<file path="config.mk">
export PLATFORM = sky130hd
export DESIGN_NAME = fra_ram
export DESIGN_NICKNAME = d
export VERILOG_FILES = /design/src/hw/rtl/fra_ram.sv
export SDC_FILE = /design/constraint.sdc
export NUM_CORES = 1
export LEC_CHECK = 0
export ABC_AREA = 1
export BUFFER_PORTS_ARGS = -buffer_cell sky130_fd_sc_hd__buf_2
export CORE_ASPECT_RATIO = 0.6
export CORE_MARGIN = 2
export CORE_UTILIZATION = 35
export DETAILED_ROUTE_END_ITERATION = 16
export MAX_ROUTING_LAYER = met4
export SLEW_MARGIN = 20
export SYNTH_ARGS = -nofsm -noshare
export SYNTH_HDL_FRONTEND = slang
export SYNTH_SLANG_ARGS = --single-unit
</file>
<file path="constraint.sdc">
create_clock -name clk -period 2.4 [get_ports clk]
set_input_delay 0.24 -clock clk [delete_from_list [all_inputs] [get_ports clk]]
set_output_delay 0.24 -clock clk [all_outputs]
set_load 0.005 [all_outputs]
</file>
<file path="src/hw/rtl/fra_ram.sv">
// Generic single-write, single-read RAM with registered read data.
// No dependencies.
module fra_ram #(
	parameter int unsigned WIDTH = 8,
	parameter int unsigned DEPTH = 16
) (
	input  logic                     clk,
	input  logic                     wr_en,
	input  logic [$clog2(DEPTH)-1:0] wr_addr,
	input  logic [WIDTH-1:0]         wr_data,
	input  logic [$clog2(DEPTH)-1:0] rd_addr,
	output logic [WIDTH-1:0]         rd_data
);

	logic [WIDTH-1:0] mem_q [DEPTH];

	always_ff @(posedge clk) begin
		if (wr_en) begin
			mem_q[wr_addr] <= wr_data;
		end
		rd_data <= mem_q[rd_addr];
	end

endmodule
</file>
Yosys cells after proc, flatten, opt, wreduce, memory -nomap -nowiden --
Memories as Yosys holds them, arrays and structs flattened. A register that Yosys moved wholly into a read port is not among the register bits. Cells that the tools add are included.
Storage, ports and cells: register bits after elaboration 0, memory bits (writable) 128, bits of input ports 18, output and inout bits 8, word-level logic and storage cells 3, memories kept 1
Cells by class: muxes and demuxes 2
Memories:
- mem_q | words 16, width 8, rd ports 1, clocked after memory_dff 1, write ports 1, line 15 | logic [WIDTH-1:0] mem_q [DEPTH];
Operators by type and width (count):
- two-way mux 1 bit | 2

Longest topological paths before layout --
depth after elaboration 2, mapped depth 8, depth with buffers taken out 7

Worst setup path before layout --
No wires, ideal clock.
path kind input to register, start input port wr_addr[2], end memory mem_q[10][0] (enable), data arrival time 821 ps, data required time 2030 ps, setup slack 1209 ps, stages 2, cell sequence nand3b_1 nor2_1
RTL lines:
- start, declared | line 9 | input logic [$clog2(DEPTH)-1:0] wr_addr,
- end, declared | line 15
Straight into the memory's write port.

==> metrics.md <==
| Metric | Value |
|---|---|
| DR DRC count | 0 |
| Post-cts sizing count | 0 |
| I/O Buffers | 25 |
| Slew Limit Fails | 0 |
| Cts bufs inserted | 17 |
| Syn_nets | 569 |
| Vias per inst | 4.818 |
| CTS Root Cell | clkbuf_16 |
| Hold depth | 3 |
| Number of DRC markers in iteration 0 | ~600 |
| RSZ-0062 raised after global routing | false |
| Mapped Cells | 551 |
| Crit path time final | roughly 1.3 ns |
| WS Path Type | input pin to register |
| WHS Endpoint | rd_data[3] |
| Initial antenna violation count | 0 |
| CTS tree | done |
| Netlist cell types | 12 |
| Clk slew on worst S/H paths | ~0.050 ns |
| FF-to-FF End | rd_data[7] |
| Highest metal used | met4 |
| Die X-Extent | about 170 um |
| Commonest non-fill, non-tap cell in the layout | nand2_1 |
| Vias in the first global route | 3462 |
| Design area | 6643 sq um |
| Clock sink total | 136 |
| Post-CTS Hold Fix Bufs | 0 |
| Ys Warns | 0 |
| Startpoint types | input pin |
| Wl on met1 | just over 7 mm |
| Leakage | 0.002842 uW |
| Core Box Area | 16170 sq um |
| Worst VDD drop | 0.3648 mV |
| RR Startpoint | mem_q[2][7] |
| Clock buffer depth | 2 |
| WL final | 14.01 mm |
| Synth top area share | 66.65% |
| Placed Area | 6045 sq um |
| DR WL met2 | 5.577 mm |
| Ports | 26 |
| Flop-to-flop setup slack | roughly 1.3 ns |
| Maximum number of pins on one net before global-route repair | 65 |
| Via count | 3854 |
| Fmax | 0.7840 GHz |
| CP required | between 2 and 3 ns |
| Worst Setup End Kind | register |
| Register area share after synthesis | a little over two thirds |
| Clock Latency Late Sink | about 0.42 ns |
| CP Max Fanout | 27 |
| Die Area | ~18000 sq um |
| Routability cong. | 0.8163 |
| First-pass GRT wire length | 21.20 mm |
| Post-route ant nets | 0 |
| Tcrit/Tclk final | 53.15% |
| Fin Setup TNS | 0 ns |
| H-tree depth | 4 |
| Wire length per cell | roughly 18 um |
| Syn Area/Cell | between 10 and 15 sq um |
| Nets | 595 |
| Max-slew headroom | 46.10% |
| Most frequent cells in the layout | 173 x nand2_1, 128 x edfxtp_1, 100 x inv_1 |
| Min Hold Slack | 0.1935 ns |
| DP Wirelength | between 8 and 9 mm |
| Post-CTS setup buffer count | 0 |
| Initial Utilization | 35.66% |
| DIE HEIGHT | 103.4 um |
| Hold wc startpoint | rd_addr[3] |
| Fin util | 41.08% |
| PD cells | 848.2 nW/um^2 |
| Worst Tran Pin Value | 0.8056 ns |
| Syn-to-layout area delta | 15.19% |
| Mapped cell area | between 5000 and 6000 sq um |
| Total gr overflow | 0 |
| Synth area leaders | edfxtp_1 67%, nand2_1 11%, nand3_1 8.4% |
| Worst EP arrival | 1.58 ns |
| Final setup violating endpoints | 0 |
| TritonRoute pass-1 iters | 5 |
| Worst r2r path cells | 6 |
| GRT Overall Usage | around 18% |
| Post-synth top area cell | edfxtp_1 |
| Flops & latches, synth | 136 |
| Layout cell share with drive strength beyond 1 | 10.85% |
| Hold Fails Final Rpt | 0 |
| Fin Clk Skew | roughly 0.0060 ns |
| Max-Cap Viols | 0 |
| Met3 wire len | 1.114 mm |
| HP Class | input pin to register |
| Status | finished clean |
| Site row count | 36 |
worst max-delay path: stages:
cell     delay, ns
buf_2         0.34
buf_4         0.37
nand2_1       0.09
nand3_1       0.13
nand3_1       0.14
nand3_1       0.17
nand2_1       0.08
registers in the layout (all words and copies together), names as in the netlist:
name and cells:
mem_q 128, rd_data 8
cells in the mapped netlist:
| cell | number |
|---|---|
| nand2_1 | 173 |
| buf_4 | 4 |
| edfxtp_1 | 128 |
| buf_2 | 13 |
| nand3_1 | 97 |
| nand3b_1 | 2 |
| nor2_1 | 17 |
| dfxtp_1 | 8 |
| buf_1 | 1 |
| inv_1 | 100 |
| buf_6 | 6 |
| inv_2 | 2 |
worst max-delay path by stage:
stage	startpoint	endpoint	depth (start not counted)
floorplan	wr_addr[2]	mem_q[10][0]	2
global placement	rd_addr[0]	rd_data[4]	7
detailed placement	rd_addr[0]	rd_data[4]	7
CTS	rd_addr[0]	rd_data[6]	8
global route	rd_addr[0]	rd_data[6]	8
finish	rd_addr[0]	rd_data[7]	7
per-layer routing:
layer | GRT usage [%] | vias to the layer above
li1 | - | 1826
met1 | 26.59 | 1836
met2 | 22.92 | 171
met3 | 3.729 | 21
met4 | 6.114 | 0
met5 | - | -
cell families (layout without fill, tap and decap cells):
kind of cell | count (synthesis) | count (layout) | synth area share, %
buffers and inverters | 126 | 165 | 9.525
flip-flops | 136 | 136 | 69.43
other | 0 | 1 | 0
AND/OR/NAND/NOR | 289 | 289 | 21.05
area by class of cell:
cell class	instances	area (sq um)
Fill cell	1524	9528
Sequential cell	136	4004
Multi-Input combinational cell	289	1214
Clock buffer	19	442.9
Inverter	102	382.9
Tap cell	209	261.5
Timing Repair Buffer	31	182.7
Clock inverter	13	152.6
Antenna cell	1	2.502
where the power goes:
| group | total [uW] | switching, uW | internal, uW | leakage (uW) |
|---|---|---|---|---|
| combinational | 330 | 242 | 88.2 | 0.00133 |
| sequential | 2670 | 14.7 | 2660 | 0.00122 |
| clock | 2630 | 981 | 1650 | 0.000293 |
metrics by stage:
step / std cells / worst slack [ns] / power [uW]
after global placement: 767 / 0.7427 / 3041
after CTS: 799 / 1.168 / 5654
final: 800 / 1.124 / 5634
after global routing: 799 / 1.024 / 5805
after detailed placement: 767 / 0.7332 / 3046
after floorplan: 551 / 1.209 / 2906
Note: power is estimated with default switching activity, not from simulation.
